`src/design/md5_pkg.sv`:
```
// MD5 digest unit package: widths, initial chaining values, round tables and helpers.
// Used by the front queue, the engine and the top level. No dependencies.
package md5_pkg;

   localparam int QUEUE_DEPTH = 2;
   localparam int BLOCK_WORDS = 16;
   localparam int WORD_W      = 32;

   localparam logic [7:0] PAD_MARK = 8'h80;
   localparam logic [5:0] LEN_SLOT = 6'd55;

   localparam logic [31:0] IV [4] = '{32'h67452301, 32'hefcdab89, 32'h98badcfe, 32'h10325476};

   typedef struct packed {
      logic       is_finish;
      logic [7:0] data;
   } md5_item_type;

   typedef struct packed {
      logic         valid;
      md5_item_type item;
   } md5_queue_type;

   function automatic logic [31:0] k_add(input logic [5:0] idx);
      logic [31:0] k;
      case (idx)
         6'd0:  k = 32'hd76aa478;  6'd1:  k = 32'he8c7b756;
         6'd2:  k = 32'h242070db;  6'd3:  k = 32'hc1bdceee;
         6'd4:  k = 32'hf57c0faf;  6'd5:  k = 32'h4787c62a;
         6'd6:  k = 32'ha8304613;  6'd7:  k = 32'hfd469501;
         6'd8:  k = 32'h698098d8;  6'd9:  k = 32'h8b44f7af;
         6'd10: k = 32'hffff5bb1;  6'd11: k = 32'h895cd7be;
         6'd12: k = 32'h6b901122;  6'd13: k = 32'hfd987193;
         6'd14: k = 32'ha679438e;  6'd15: k = 32'h49b40821;
         6'd16: k = 32'hf61e2562;  6'd17: k = 32'hc040b340;
         6'd18: k = 32'h265e5a51;  6'd19: k = 32'he9b6c7aa;
         6'd20: k = 32'hd62f105d;  6'd21: k = 32'h02441453;
         6'd22: k = 32'hd8a1e681;  6'd23: k = 32'he7d3fbc8;
         6'd24: k = 32'h21e1cde6;  6'd25: k = 32'hc33707d6;
         6'd26: k = 32'hf4d50d87;  6'd27: k = 32'h455a14ed;
         6'd28: k = 32'ha9e3e905;  6'd29: k = 32'hfcefa3f8;
         6'd30: k = 32'h676f02d9;  6'd31: k = 32'h8d2a4c8a;
         6'd32: k = 32'hfffa3942;  6'd33: k = 32'h8771f681;
         6'd34: k = 32'h6d9d6122;  6'd35: k = 32'hfde5380c;
         6'd36: k = 32'ha4beea44;  6'd37: k = 32'h4bdecfa9;
         6'd38: k = 32'hf6bb4b60;  6'd39: k = 32'hbebfbc70;
         6'd40: k = 32'h289b7ec6;  6'd41: k = 32'heaa127fa;
         6'd42: k = 32'hd4ef3085;  6'd43: k = 32'h04881d05;
         6'd44: k = 32'hd9d4d039;  6'd45: k = 32'he6db99e5;
         6'd46: k = 32'h1fa27cf8;  6'd47: k = 32'hc4ac5665;
         6'd48: k = 32'hf4292244;  6'd49: k = 32'h432aff97;
         6'd50: k = 32'hab9423a7;  6'd51: k = 32'hfc93a039;
         6'd52: k = 32'h655b59c3;  6'd53: k = 32'h8f0ccc92;
         6'd54: k = 32'hffeff47d;  6'd55: k = 32'h85845dd1;
         6'd56: k = 32'h6fa87e4f;  6'd57: k = 32'hfe2ce6e0;
         6'd58: k = 32'ha3014314;  6'd59: k = 32'h4e0811a1;
         6'd60: k = 32'hf7537e82;  6'd61: k = 32'hbd3af235;
         6'd62: k = 32'h2ad7d2bb;  6'd63: k = 32'heb86d391;
         default: k = 32'h0;
      endcase
      return k;
   endfunction

   function automatic logic [4:0] rot_amount(input logic [5:0] idx);
      logic [4:0] s;
      case ({idx[5:4], idx[1:0]})
         4'd0:  s = 5'd7;   4'd1:  s = 5'd12;  4'd2:  s = 5'd17;  4'd3:  s = 5'd22;
         4'd4:  s = 5'd5;   4'd5:  s = 5'd9;   4'd6:  s = 5'd14;  4'd7:  s = 5'd20;
         4'd8:  s = 5'd4;   4'd9:  s = 5'd11;  4'd10: s = 5'd16;  4'd11: s = 5'd23;
         4'd12: s = 5'd6;   4'd13: s = 5'd10;  4'd14: s = 5'd15;  4'd15: s = 5'd21;
         default: s = 5'd0;
      endcase
      return s;
   endfunction

   function automatic logic [3:0] msg_index(input logic [5:0] idx);
      logic [3:0] i;
      logic [3:0] g;
      i = idx[3:0];
      case (idx[5:4])
         2'd0:    g = i;
         2'd1:    g = (i << 2) + i + 4'd1;
         2'd2:    g = (i << 1) + i + 4'd5;
         2'd3:    g = (i << 3) - i;
         default: g = i;
      endcase
      return g;
   endfunction

   function automatic logic [31:0] rotl32(input logic [31:0] v, input logic [4:0] s);
      logic [63:0] tmp;
      tmp = {v, v} << s;
      return tmp[63:32];
   endfunction

endpackage

```
`src/design/md5_req_if.sv`:
```
// Request channel of the MD5 digest unit: valid/ready plus one request word.
// No dependencies.
interface md5_req_if;
   logic       valid;
   logic       ready;
   logic       req_type;
   logic [7:0] data_byte;

   modport source (output valid, output req_type, output data_byte, input ready);
   modport sink (input valid, input req_type, input data_byte, output ready);
endinterface

```
`src/design/md5_rsp_if.sv`:
```
// Response channel of the MD5 digest unit: valid/ready plus one digest word.
// No dependencies.
interface md5_rsp_if;
   logic        valid;
   logic        ready;
   logic [31:0] digest_word;
   logic [1:0]  word_index;
   logic        last_word;

   modport source (output valid, output digest_word, output word_index, output last_word,
                   input ready);
   modport sink (input valid, input digest_word, input word_index, input last_word,
                 output ready);
endinterface

```
`src/design/md5_message_digest_unit.sv`:
```
// MD5 digest unit top: a data word passes through the front queue, and a full 64-byte block then
// holds the engine for a fetch step, 64 rounds at one per cycle and a chain fold.
// Finish: mark, zero and length pad bytes, one or two block compressions, then 4 digest words.
// Sustained rate: 1 byte per cycle while the queue holds data, between compressions.
// Reset (synchronous, active high) clears the queue, counters and length and loads the
// initial chaining values; the block RAM is not cleared.
module md5_message_digest_unit #(
   parameter int QueueDepth = md5_pkg::QUEUE_DEPTH
) (
   input  logic      clock,
   input  logic      reset,
   md5_req_if.sink   req_chan,
   md5_rsp_if.source rsp_chan
);
   import md5_pkg::*;

   md5_queue_type queue;
   logic          pop;

   md5_front #(
      .QueueDepth (QueueDepth)
   ) u_front (
      .clock    (clock),
      .reset    (reset),
      .req_chan (req_chan),
      .pop      (pop),
      .queue    (queue)
   );

   md5_engine u_engine (
      .clock    (clock),
      .reset    (reset),
      .queue    (queue),
      .pop      (pop),
      .rsp_chan (rsp_chan)
   );
endmodule

```
`src/design/md5_ram.sv`:
```
// Generic single-write, single-read RAM with registered read data.
// No dependencies.
module md5_ram #(
   parameter int Width = 32,
   parameter int Depth = 16
) (
   input  logic                     clock,
   input  logic                     wr_en,
   input  logic [$clog2(Depth)-1:0] wr_addr,
   input  logic [Width-1:0]         wr_data,
   input  logic [$clog2(Depth)-1:0] rd_addr,
   output logic [Width-1:0]         rd_data
);
   logic [Width-1:0] mem [Depth];
   logic [Width-1:0] rd_data_ff;

   always_ff @(posedge clock) begin
      if (wr_en) begin
         mem[wr_addr] <= wr_data;
      end
      rd_data_ff <= mem[rd_addr];
   end

   assign rd_data = rd_data_ff;
endmodule

```
`src/design/md5_front.sv`:
```
// Front of the MD5 digest unit: accepts request words, tags them, queues them.
// Depends on md5_pkg and md5_req_if.
module md5_front #(
   parameter int QueueDepth = md5_pkg::QUEUE_DEPTH
) (
   input  logic                  clock,
   input  logic                  reset,
   md5_req_if.sink               req_chan,
   input  logic                  pop,
   output md5_pkg::md5_queue_type queue
);
   import md5_pkg::*;

   localparam int PtrW = (QueueDepth > 1) ? $clog2(QueueDepth) : 1;
   localparam int CntW = $clog2(QueueDepth + 1);

   md5_item_type   slot_ff [QueueDepth];
   md5_item_type   item;
   logic [PtrW-1:0] wr_ptr_ff, wr_ptr_in, rd_ptr_ff, rd_ptr_in;
   logic [CntW-1:0] count_ff, count_in;
   logic            push, do_pop;

   assign req_chan.ready = (count_ff != CntW'(QueueDepth));
   assign push           = req_chan.valid && req_chan.ready;
   assign do_pop         = pop && (count_ff != '0);

   always_comb begin
      item.is_finish = req_chan.req_type;
      item.data      = req_chan.req_type ? 8'h00 : req_chan.data_byte;
   end

   always_comb begin
      wr_ptr_in = wr_ptr_ff;
      rd_ptr_in = rd_ptr_ff;
      count_in  = count_ff;
      if (push) begin
         wr_ptr_in = (wr_ptr_ff == PtrW'(QueueDepth - 1)) ? '0 : wr_ptr_ff + 1'b1;
      end
      if (do_pop) begin
         rd_ptr_in = (rd_ptr_ff == PtrW'(QueueDepth - 1)) ? '0 : rd_ptr_ff + 1'b1;
      end
      if (push && !do_pop) begin
         count_in = count_ff + 1'b1;
      end else if (do_pop && !push) begin
         count_in = count_ff - 1'b1;
      end
   end

   always_ff @(posedge clock) begin
      if (reset) begin
         wr_ptr_ff <= '0;
         rd_ptr_ff <= '0;
         count_ff  <= '0;
      end else begin
         wr_ptr_ff <= wr_ptr_in;
         rd_ptr_ff <= rd_ptr_in;
         count_ff  <= count_in;
      end
   end

   always_ff @(posedge clock) begin
      if (push) begin
         slot_ff[wr_ptr_ff] <= item;
      end
   end

   assign queue.valid = (count_ff != '0);
   assign queue.item  = slot_ff[rd_ptr_ff];
endmodule

```
`src/design/md5_engine.sv`:
```
// Back end of the MD5 digest unit: block buffer, padding, 64-round compression, digest out.
// Depends on md5_pkg, md5_ram and md5_rsp_if.
module md5_engine (
   input  logic                  clock,
   input  logic                  reset,
   input  md5_pkg::md5_queue_type queue,
   output logic                  pop,
   md5_rsp_if.source             rsp_chan
);
   import md5_pkg::*;

   localparam int AddrW = $clog2(BLOCK_WORDS);

   localparam logic [2:0] ST_ABSORB = 3'd0;
   localparam logic [2:0] ST_PAD    = 3'd1;
   localparam logic [2:0] ST_COMP   = 3'd2;
   localparam logic [2:0] ST_FOLD   = 3'd3;
   localparam logic [2:0] ST_OUT    = 3'd4;

   localparam logic [1:0] PH_MARK = 2'd0;
   localparam logic [1:0] PH_ZERO = 2'd1;
   localparam logic [1:0] PH_LEN  = 2'd2;

   logic [2:0]        state_ff, state_in;
   logic [5:0]        fill_ff, fill_in;
   logic [63:0]       bitlen_ff, bitlen_in;
   logic [63:0]       len_ff, len_in;
   logic [1:0]        phase_ff, phase_in;
   logic [2:0]        len_idx_ff, len_idx_in;
   logic              padding_ff, padding_in;
   logic              done_ff, done_in;
   logic [23:0]       word_ff, word_in;
   logic [31:0]       chain_ff [4];
   logic [31:0]       chain_in [4];
   logic [31:0]       va_ff, vb_ff, vc_ff, vd_ff;
   logic [31:0]       va_in, vb_in, vc_in, vd_in;
   logic [6:0]        round_ff, round_in;
   logic [1:0]        out_idx_ff, out_idx_in;

   logic              push_en;
   logic [7:0]        push_byte;
   logic              wr_en;
   logic [WORD_W-1:0] wr_data;
   logic [WORD_W-1:0] msg_word;
   logic [5:0]        ridx;
   logic [31:0]       f_val, t_val;

   md5_ram #(
      .Width (WORD_W),
      .Depth (BLOCK_WORDS)
   ) u_block_ram (
      .clock   (clock),
      .wr_en   (wr_en),
      .wr_addr (fill_ff[AddrW+1:2]),
      .wr_data (wr_data),
      .rd_addr (msg_index(round_ff[5:0])),
      .rd_data (msg_word)
   );

   assign ridx = round_ff[5:0] - 6'd1;

   always_comb begin
      case (ridx[5:4])
         2'd0:    f_val = (vb_ff & vc_ff) | (~vb_ff & vd_ff);
         2'd1:    f_val = (vb_ff & vd_ff) | (vc_ff & ~vd_ff);
         2'd2:    f_val = vb_ff ^ vc_ff ^ vd_ff;
         2'd3:    f_val = vc_ff ^ (vb_ff | ~vd_ff);
         default: f_val = 32'h0;
      endcase
      t_val = va_ff + f_val + msg_word + k_add(ridx);
   end

   always_comb begin
      state_in   = state_ff;
      fill_in    = fill_ff;
      bitlen_in  = bitlen_ff;
      len_in     = len_ff;
      phase_in   = phase_ff;
      len_idx_in = len_idx_ff;
      padding_in = padding_ff;
      done_in    = done_ff;
      word_in    = word_ff;
      chain_in   = chain_ff;
      va_in      = va_ff;
      vb_in      = vb_ff;
      vc_in      = vc_ff;
      vd_in      = vd_ff;
      round_in   = round_ff;
      out_idx_in = out_idx_ff;
      pop        = 1'b0;
      push_en    = 1'b0;
      push_byte  = 8'h00;
      wr_en      = 1'b0;
      wr_data    = {push_byte, word_ff};

      case (state_ff)
         ST_ABSORB: begin
            if (queue.valid) begin
               pop = 1'b1;
               if (queue.item.is_finish) begin
                  len_in     = bitlen_ff;
                  padding_in = 1'b1;
                  phase_in   = PH_MARK;
                  len_idx_in = 3'd0;
                  state_in   = ST_PAD;
               end else begin
                  push_en   = 1'b1;
                  push_byte = queue.item.data;
                  bitlen_in = bitlen_ff + 64'd8;
               end
            end
         end
         ST_PAD: begin
            push_en = 1'b1;
            case (phase_ff)
               PH_MARK: begin
                  push_byte = PAD_MARK;
                  phase_in  = (fill_ff == LEN_SLOT) ? PH_LEN : PH_ZERO;
               end
               PH_ZERO: begin
                  push_byte = 8'h00;
                  if (fill_ff == LEN_SLOT) begin
                     phase_in = PH_LEN;
                  end
               end
               PH_LEN: begin
                  push_byte  = len_ff[7:0];
                  len_in     = len_ff >> 8;
                  len_idx_in = len_idx_ff + 3'd1;
                  if (len_idx_ff == 3'd7) begin
                     done_in = 1'b1;
                  end
               end
               default: begin
                  push_en = 1'b0;
               end
            endcase
         end
         ST_COMP: begin
            round_in = round_ff + 7'd1;
            if (round_ff != 7'd0) begin
               va_in = vd_ff;
               vd_in = vc_ff;
               vc_in = vb_ff;
               vb_in = vb_ff + rotl32(t_val, rot_amount(ridx));
            end
            if (round_ff == 7'd64) begin
               state_in = ST_FOLD;
            end
         end
         ST_FOLD: begin
            chain_in[0] = chain_ff[0] + va_ff;
            chain_in[1] = chain_ff[1] + vb_ff;
            chain_in[2] = chain_ff[2] + vc_ff;
            chain_in[3] = chain_ff[3] + vd_ff;
            if (done_ff) begin
               state_in = ST_OUT;
            end else if (padding_ff) begin
               state_in = ST_PAD;
            end else begin
               state_in = ST_ABSORB;
            end
         end
         ST_OUT: begin
            if (rsp_chan.ready) begin
               out_idx_in = out_idx_ff + 2'd1;
               if (out_idx_ff == 2'd3) begin
                  chain_in   = IV;
                  bitlen_in  = 64'd0;
                  padding_in = 1'b0;
                  done_in    = 1'b0;
                  state_in   = ST_ABSORB;
               end
            end
         end
         default: begin
            state_in = ST_ABSORB;
         end
      endcase

      if (push_en) begin
         wr_data = {push_byte, word_ff};
         case (fill_ff[1:0])
            2'd0:    word_in[7:0]   = push_byte;
            2'd1:    word_in[15:8]  = push_byte;
            2'd2:    word_in[23:16] = push_byte;
            2'd3:    wr_en          = 1'b1;
            default: wr_en          = 1'b0;
         endcase
         fill_in = fill_ff + 6'd1;
         if (fill_ff == 6'd63) begin
            state_in = ST_COMP;
            round_in = 7'd0;
            va_in    = chain_ff[0];
            vb_in    = chain_ff[1];
            vc_in    = chain_ff[2];
            vd_in    = chain_ff[3];
         end
      end
   end

   always_ff @(posedge clock) begin
      if (reset) begin
         state_ff   <= ST_ABSORB;
         fill_ff    <= 6'd0;
         bitlen_ff  <= 64'd0;
         phase_ff   <= PH_MARK;
         len_idx_ff <= 3'd0;
         padding_ff <= 1'b0;
         done_ff    <= 1'b0;
         chain_ff   <= IV;
         round_ff   <= 7'd0;
         out_idx_ff <= 2'd0;
      end else begin
         state_ff   <= state_in;
         fill_ff    <= fill_in;
         bitlen_ff  <= bitlen_in;
         phase_ff   <= phase_in;
         len_idx_ff <= len_idx_in;
         padding_ff <= padding_in;
         done_ff    <= done_in;
         chain_ff   <= chain_in;
         round_ff   <= round_in;
         out_idx_ff <= out_idx_in;
      end
   end

   always_ff @(posedge clock) begin
      len_ff  <= len_in;
      word_ff <= word_in;
      va_ff   <= va_in;
      vb_ff   <= vb_in;
      vc_ff   <= vc_in;
      vd_ff   <= vd_in;
   end

   assign rsp_chan.valid       = (state_ff == ST_OUT);
   assign rsp_chan.digest_word = chain_ff[out_idx_ff];
   assign rsp_chan.word_index  = out_idx_ff;
   assign rsp_chan.last_word   = (out_idx_ff == 2'd3);
endmodule

```
`src/flat_wrapper.sv`:
```
// flat-port wrapper written by rule: the top's interface ports become plain ports
module md5_message_digest_unit_flat import md5_pkg::*;
#(
   parameter int QueueDepth = md5_pkg::QUEUE_DEPTH
)
  (clock, reset, req_chan_valid, req_chan_req_type, req_chan_data_byte, req_chan_ready, rsp_chan_valid, rsp_chan_digest_word, rsp_chan_word_index, rsp_chan_last_word, rsp_chan_ready);
  md5_req_if req_chan_i ();
  md5_rsp_if rsp_chan_i ();
  input  logic clock;
  input  logic reset;
  input wire logic [$bits(req_chan_i.valid)-1:0] req_chan_valid;
  input wire logic [$bits(req_chan_i.req_type)-1:0] req_chan_req_type;
  input wire logic [$bits(req_chan_i.data_byte)-1:0] req_chan_data_byte;
  output wire logic [$bits(req_chan_i.ready)-1:0] req_chan_ready;
  output wire logic [$bits(rsp_chan_i.valid)-1:0] rsp_chan_valid;
  output wire logic [$bits(rsp_chan_i.digest_word)-1:0] rsp_chan_digest_word;
  output wire logic [$bits(rsp_chan_i.word_index)-1:0] rsp_chan_word_index;
  output wire logic [$bits(rsp_chan_i.last_word)-1:0] rsp_chan_last_word;
  input wire logic [$bits(rsp_chan_i.ready)-1:0] rsp_chan_ready;
  assign req_chan_i.valid = req_chan_valid;
  assign req_chan_i.req_type = req_chan_req_type;
  assign req_chan_i.data_byte = req_chan_data_byte;
  assign req_chan_ready = req_chan_i.ready;
  assign rsp_chan_valid = rsp_chan_i.valid;
  assign rsp_chan_digest_word = rsp_chan_i.digest_word;
  assign rsp_chan_word_index = rsp_chan_i.word_index;
  assign rsp_chan_last_word = rsp_chan_i.last_word;
  assign rsp_chan_i.ready = rsp_chan_ready;
  md5_message_digest_unit #(.QueueDepth(QueueDepth)) u_core (.clock(clock), .reset(reset), .req_chan(req_chan_i), .rsp_chan(rsp_chan_i));
endmodule
```
`config.mk`:
```
export PLATFORM = sky130hd
export DESIGN_NAME = md5_message_digest_unit_flat
export DESIGN_NICKNAME = d
export VERILOG_FILES = /design/src/design/md5_pkg.sv /design/src/design/md5_req_if.sv /design/src/design/md5_rsp_if.sv /design/src/design/md5_message_digest_unit.sv /design/src/design/md5_ram.sv /design/src/design/md5_front.sv /design/src/design/md5_engine.sv /design/src/flat_wrapper.sv
export SDC_FILE = /design/constraint.sdc
export NUM_CORES = 2
export LEC_CHECK = 0
export ABC_AREA = 1
export BUFFER_PORTS_ARGS = -buffer_cell sky130_fd_sc_hd__buf_2
export CAP_MARGIN = 5
export CORE_MARGIN = 2
export CORE_UTILIZATION = 26
export CTS_CLUSTER_DIAMETER = 40
export DETAILED_ROUTE_END_ITERATION = 10
export MAX_ROUTING_LAYER = met4
export PLACE_DENSITY_LB_ADDON = 0.2
export REMOVE_ABC_BUFFERS = 1
export SETUP_SLACK_MARGIN = 0.2
export SYNTH_ARGS = -nofsm -noshare
export SYNTH_HDL_FRONTEND = slang
export SYNTH_HIERARCHICAL = 1
export SYNTH_SLANG_ARGS = --single-unit
export TNS_END_PERCENT = 1
```
`constraint.sdc`:
```
create_clock -name clock -period 10.15 [get_ports clock]
set_input_delay 0.5075 -clock clock [delete_from_list [all_inputs] [get_ports clock]]
set_output_delay 0.5075 -clock clock [all_outputs]
set_load 0.01 [all_outputs]
```
# Word level (Yosys, flattened, before mapping)
# Memories as Yosys holds them, arrays and structs flattened. A register that Yosys moved wholly into a read port is not among the register bits.
# Cells that the tools add are included.
# Widths: inputs -> output; s select.
[word_totals]
ff_bits = 437
ram_bits = 530
mem_bits_ro = 2128
input_bits = 13
output_inout_bits = 37
wordCells = 215
mem_count = 4
[memory_table]
columns = ["memory", "words", "width", "rd", "rd_ports_with_merged_regs", "wr", "line", "rtl"]
rows = [
  ["(no name shown)", 64, 32, 1, 0, 0, "md5_pkg.sv:26", "case (idx)"],
  ["u_core.u_engine.u_block_ram.mem", 16, 32, 1, 1, 1, "md5_ram.sv:14", "logic [Width-1:0] mem [Depth];"],
  ["(no name shown)", 16, 5, 1, 0, 0, "md5_pkg.sv:66", "case ({idx[5:4], idx[1:0]})"],
  ["u_core.u_front.slot_ff", 2, 9, 1, 1, 1, "md5_front.sv:17", "md5_item_type slot_ff [QueueDepth];"],
]
[op_classes]
add_sub_neg = 23
n_lt_le_gt_ge = 1
eq_ne = 30
n_shift = 1
muxes = 90
bitwise = 13
reduce_logical = 29
[ops]
columns = ["op", "count"]
rows = [
  ["$mux 32", 19],
  ["$mux 64", 7],
  ["$add 32x32->32", 8],
  ["$mux 128", 2],
  ["$pmux 128 s2", 1],
  ["$pmux 64 s2", 2],
  ["$and 32x32->32", 4],
  ["$pmux 32 s4", 1],
  ["$or 32x32->32", 3],
  ["$xor 32x32->32", 3],
  ["$add 64x4->64 const B", 1],
  ["$bmux 32 s2", 1],
  ["$not 32->32", 2],
  ["$shl 64x5->64", 1],
  ["$mux 3", 11],
  ["$pmux 8 s2", 2],
  ["$mux 8", 3],
  ["$mux 1", 22],
  ["$mux 7", 3],
  ["$reduce_and 5->1", 4],
  ["$eq 2x2->1 const B", 8],
  ["$pmux 4 s4", 1],
  ["$pmux 3 s5", 1],
  ["$eq 6x6->1 const B", 2],
  ["other kinds (37)", 75],
]

# Longest topological paths before layout
[logic_depth]
ltp_word = 13
depth_mapped = 58
ltp_nobuf = 55

# Modules after synthesis
# Netlist, hierarchy kept.
[modules_own_cells]
columns = ["module", "n_inst", "cells_per_inst", "area_each_um2", "seq_area_each_um2"]
rows = [
  ["md5_engine", 1, 5572, 36343.6, 9489.1],
  ["md5_ram", 1, 2120, 22730.6, 16015.4],
  ["md5_front", 1, 82, 967.2, 640.6],
]

# Least setup slack after synthesis
# Ideal clock, no wire load.
[synth_timing]
path_type = "register -> register"
startpoint = "reg u_core.u_engine.round_ff[1]"
endpoint = "reg u_core.u_engine.vb_ff[28]"
setup_time_ns = 0.070
arrival_time_ns = 8.117
path_slack_ns = 1.963
path_stages_with_launch = 52
n_path_buf = 2
cell_sequence = "dfxtp_1 > clkbuf_1 > inv_1 > ha_1 > nand2_2 > clkinv_1 > nand2_2 > nand2_4 > inv_2 > buf_2 > o21ai_0 > or2_2 > a21oi_1 > a21oi_1 > o21a_1 > fa_1 > fa_1 > inv_1 > [... 16 more ...] > nand2_1 > ha_1 > fa_1 > nand3_1 > nand2_1 > a21oi_1 > o21ai_1 > a21boi_1 > o21ai_1 > a21boi_1 > o21bai_1 > a21oi_1 > o21ai_1 > nand3_1 > nand2_1 > nand2_1 > nand3_1 > a21oi_1"
[synth_between]
elab_chain_len = 12
[synth_lines]
columns = ["item", "line", "rtl"]
rows = [
  ["start: declaration", "md5_engine.sv:37", "logic [6:0] round_ff, round_in;"],
  ["start signal: assignment", "md5_engine.sv:223", "round_ff <= round_in;"],
  ["$sub 6x1->6", "md5_engine.sv:60", "assign ridx = round_ff[5:0] - 6'd1;"],
  ["$eq 2x2->1, or another cell as far along", "md5_engine.sv:63", "case (ridx[5:4])"],
  ["$pmux 32 s4", "md5_engine.sv:63", ""],
  ["$add 32x32->32 (3 in series)", "md5_engine.sv:70", "t_val = va_ff + f_val + msg_word + k_add(ridx);"],
  ["$shl 64x5->64", "md5_pkg.sv:92", "tmp = {v, v} << s;"],
  ["$add 32x32->32", "md5_engine.sv:145", "vb_in = vb_ff + rotl32(t_val, rot_amount(ridx));"],
  ["$mux 32 *", "md5_engine.sv:141", "if (round_ff != 7'd0) begin"],
  ["$mux 32 *", "md5_engine.sv:96", "case (state_ff)"],
  ["$mux 32", "md5_engine.sv:191", "if (fill_ff == 6'd63) begin"],
  ["$mux 32 *", "md5_engine.sv:181", "if (push_en) begin"],
  ["via u_core.u_engine.vb_in[28]", "md5_engine.sv:36", "logic [31:0] va_in, vb_in, vc_in, vd_in;"],
  ["end signal: assignment", "md5_engine.sv:232", "vb_ff <= vb_in;"],
  ["end: declaration", "md5_engine.sv:35", "logic [31:0] va_ff, vb_ff, vc_ff, vd_ff;"],
]
# Mark *: on every way through the listed nets, which the timed path passes. The rest lies on a longest branch. The select of a mux whose other input is x is not followed.
# A chain may end at the register's enable or synchronous reset.

# Final worst setup path
[layout_timing]
startpoint = "reg u_core.u_engine.round_ff[1]"
endpoint = "reg u_core.u_engine.vb_ff[15]"
# The elaborated chain is that of the path after synthesis.

==> flow_metrics.py <==
metrics = {
    "outcome": {
        "status": "finished, final reports clean",
    },
    "worst_setup_path": {
        "r2r_start": "u_core/u_engine/round_ff[1]",
        "cp-startpoint": "u_core/u_engine/round_ff[1]",
        "crit_slowest_cell": "fa_1",
        "cpMostUsedCell": "nand2_1",
        "max_stage_delay_ns": 0.49,
        "crit_path_end": "u_core/u_engine/vb_ff[15]",
        "crit_fanout": 34,
        "path_class": "reg -> reg",
        "r2r_end": "u_core/u_engine/vb_ff[15]",
        "critPathLaunchType": "flop",
        "worstSetupEndpointType": "flop",
        "ff2ff_setup_slack_ns": 0.98,
        "arrival_ns": 9.93,
        "ff2ff_path_depth": 51,
        "crit_required_ns": 10.91,
    },
    "clocking": {
        "cts_tree": "done",
        "clk_path_buf_depth": 3,
        "cts_sinks": 997,
        "clock_latency_ns": 0.92,
        "htree_levels": 4,
        "numCtsBuffers": 188,
        "clk_pin_slew_ns": 0.05,
        "cts_root_buf": "clkbuf_16",
    },
    "drt": {
        "vias": 54200,
        "via_per_inst": 4.85,
        "dr.pass1.iters": 6,
        "ant_nets": 0,
        "drt_iter0_drc": 4367,
        "drc_errors": 0,
        "finalWirelength_um": 241000,
        "wl_per_cell_um": 21.6,
    },
    "run": {
        "drv_cap": 0,
    },
    "global_routing": {
        "grtUsageTotal_pct": 20.5,
        "grt-ovfl-total": 0,
        "antenna_found_initial": 7,
        "grt_pass1_vias": 51200,
        "grt_max_degree": 172,
        "grt_first_pass_wirelength_um": 351000,
    },
    "logic_synthesis": {
        "synth-main-ff-cell": "edfxtp_1",
        "synth_top_area_share_pct": 30.9,
        "synthTopCellsByCount": "nand2_1 (1970), inv_1 (1075), nand3_1 (691)",
        "yosysSeqAreaShare_pct": 43.5,
        "syn_area_per_cell_um2": 7.72,
        "synth.largest_area_cell": "edfxtp_1",
        "synth_most_common_cell": "nand2_1",
        "synth_edf_count": 618,
        "ys_ff_latch": 997,
        "synthArstFlopShare_pct": 0,
        "synth_cells": 7774,
        "ys_warn_count": 6,
        "synth.distinct_cells": 71,
        "syn_area_mm2": 0.0600,
        "synth.area.top_cells": "edfxtp_1 (31%), dfxtp_1 (13%), nand2_1 (12%)",
    },
    "sta": {
        "setup_viol": 0,
        "setup_ws_ns": 0.977,
        "min_period_ns": 9.17,
        "clock_skew_ns": 0.117,
        "fmax_ghz": 0.109,
        "rsz0062_at_grt": "no",
        "drv_slew": 0,
        "max_slew_margin_pct": 18.5,
        "period_share_pct": 90.4,
        "tightest_slew_ns": 1.22,
        "hold_viol": 0,
    },
    "cells_and_area": {
        "final_area_mm2": 0.0717,
        "filler_cell_count": 24500,
        "fin_nets": 8276,
        "drive_gt1_share_pct": 10.2,
        "area_growth_pct": 19.5,
    },
    "die": {
        "rows": 176,
        "dieWidth_um": 485,
        "dieArea_mm2": 0.235,
        "fp.dieH_um": 485,
        "io_pins": 50,
        "initial_core_util_pct": 26.1,
        "core_area_mm2": 0.230,
    },
    "place": {
        "place_area_mm2": 0.0648,
        "hpwl_um": 169000,
        "dp_worst_setup_slack_ns": 0.783,
        "port-buffer-count": 49,
        "gp_congestion": 0.951,
    },
    "pwr": {
        "power_density_mw_per_mm2": 235,
        "p_leak_nw": 30.5,
        "vdd_drop_max_mv": 0.146,
    },
    "hold_path": {
        "hold_start": "rsp_chan_ready",
        "min_path_type": "in -> reg",
    },
}
## final cells by class
| type | instances | area [um^2] | share of cell area [%] |
|---|---|---|---|
| Antenna cell | 2 | 5.00 | 0.00698 |
| Clock buffer | 230 | 5140 | 7.16 |
| Clock inverter | 128 | 1690 | 2.35 |
| Inverter | 1099 | 4150 | 5.79 |
| Multi-Input combinational cell | 5347 | 28400 | 39.6 |
| Sequential cell | 997 | 26100 | 36.4 |
| Tap cell | 3026 | 3790 | 5.28 |
| Timing Repair Buffer | 331 | 2440 | 3.41 |
## cells in the final DEF, fill, tap and decap left out, types with 28 or more instances in the layout
cell       instances
fa_1              70
a21oi_1          489
o21ai_1           34
buf_2             48
xnor2_1           29
o21ai_0          520
o22ai_1           73
ha_1             227
edfxtp_1         618
nor2_1           523
xor2_1            69
buf_4            268
nand4_1           43
or2_2             51
nor2_4            28
nand2_1         1968
o211ai_1          37
a31oi_1          136
nor3_1            72
nand3_1          691
clkbuf_16        191
clkinv_2          29
dfxtp_1          377
inv_1           1068
## repair_timing
item | CTS | global route
buffers inserted | 0 | 2
setup endpoints to repair | 0 | 12
gates resized for setup | 0 | 8
hold endpoints to repair | 19 | 0
hold buffers | 10 | 0
## how the worst min path moves through the flow
stage | depth (start not counted) | slack [ns] | endpoint
2_1_floorplan | 1 | 0.43 | u_core/u_engine/bitlen_ff[27]
3_3_place_gp | 1 | 0.43 | u_core/u_engine/bitlen_ff[27]
3_5_place_dp | 1 | 0.44 | u_core/u_engine/bitlen_ff[27]
4_1_cts | 4 | 0.03 | u_core/u_engine/state_ff[2]
5_1_grt | 4 | 0.05 | u_core/u_engine/state_ff[2]
6_report | 4 | 0.09 | u_core/u_engine/state_ff[2]
## stage by stage
step	cells	hold WS, ns	total power (W)	setup TNS [ns]	util, %
after global placement	10800	0.433	0.0103	0	28.2
after global routing	11200	0.0455	0.0178	0	31.2
after detailed placement	10800	0.444	0.0103	0	28.2
after floorplan	7443	0.426	0.00807	-136.16	-
final	11200	0.0856	0.0169	0	31.2
after CTS	11200	0.0315	0.0170	0	31.2
## layer usage
metal  track usage, %  wire length, um  part of all wire, %  vias to the layer above
met1             27.5           111000                   46                    25900
li1                 -                -                    -                    26300
met3             2.54            12200                  5.1                      383
met2             32.2           110000                   46                     1559
met5                -                0                    0                        -
met4             6.47             7820                  3.3                        0
## flip-flops by register name, summed over array words and instances, names as in the netlist, 61 cells and up, named ones only
register                         count
u_core/u_engine/chain_ff           128
u_core/u_engine/len_ff              64
u_core/u_engine/bitlen_ff           61
u_core/u_engine/u_block_ram/mem    512
## cell families after synthesis
logic type | count (synthesis) | synth area share (%)
and+or+nand+nor | 3450 | 24.1
AOI/OAI and AO/OA | 1485 | 14.0
buffers and inverters | 1430 | 9.55
DFF | 997 | 43.5
adders and majority gates | 299 | 7.11
xor gates and xnor gates | 98 | 1.43
muxes | 15 | 0.269
## critical path, delay by kind of cell, from the launching register on
kind / cells / cell delay (ns)
compound gates: 13 / 2.53
buf+inv: 15 / 2.35
simple gates: 18 / 2.08
fa+ha+maj: 4 / 1.48
xor+xnor: 1 / 0.34
flops: 1 / 0.32
## where the power goes
part	total, W	switching, W	leakage [nW]	internal (W)
sequential	0.00512	0.000359	8.73	0.00477
combinational	0.00518	0.00329	18.5	0.00190
clock	0.00657	0.00243	3.25	0.00414
total	0.0169	0.00608	30.5	0.0108
Note: power is estimated with default switching activity, not from simulation.
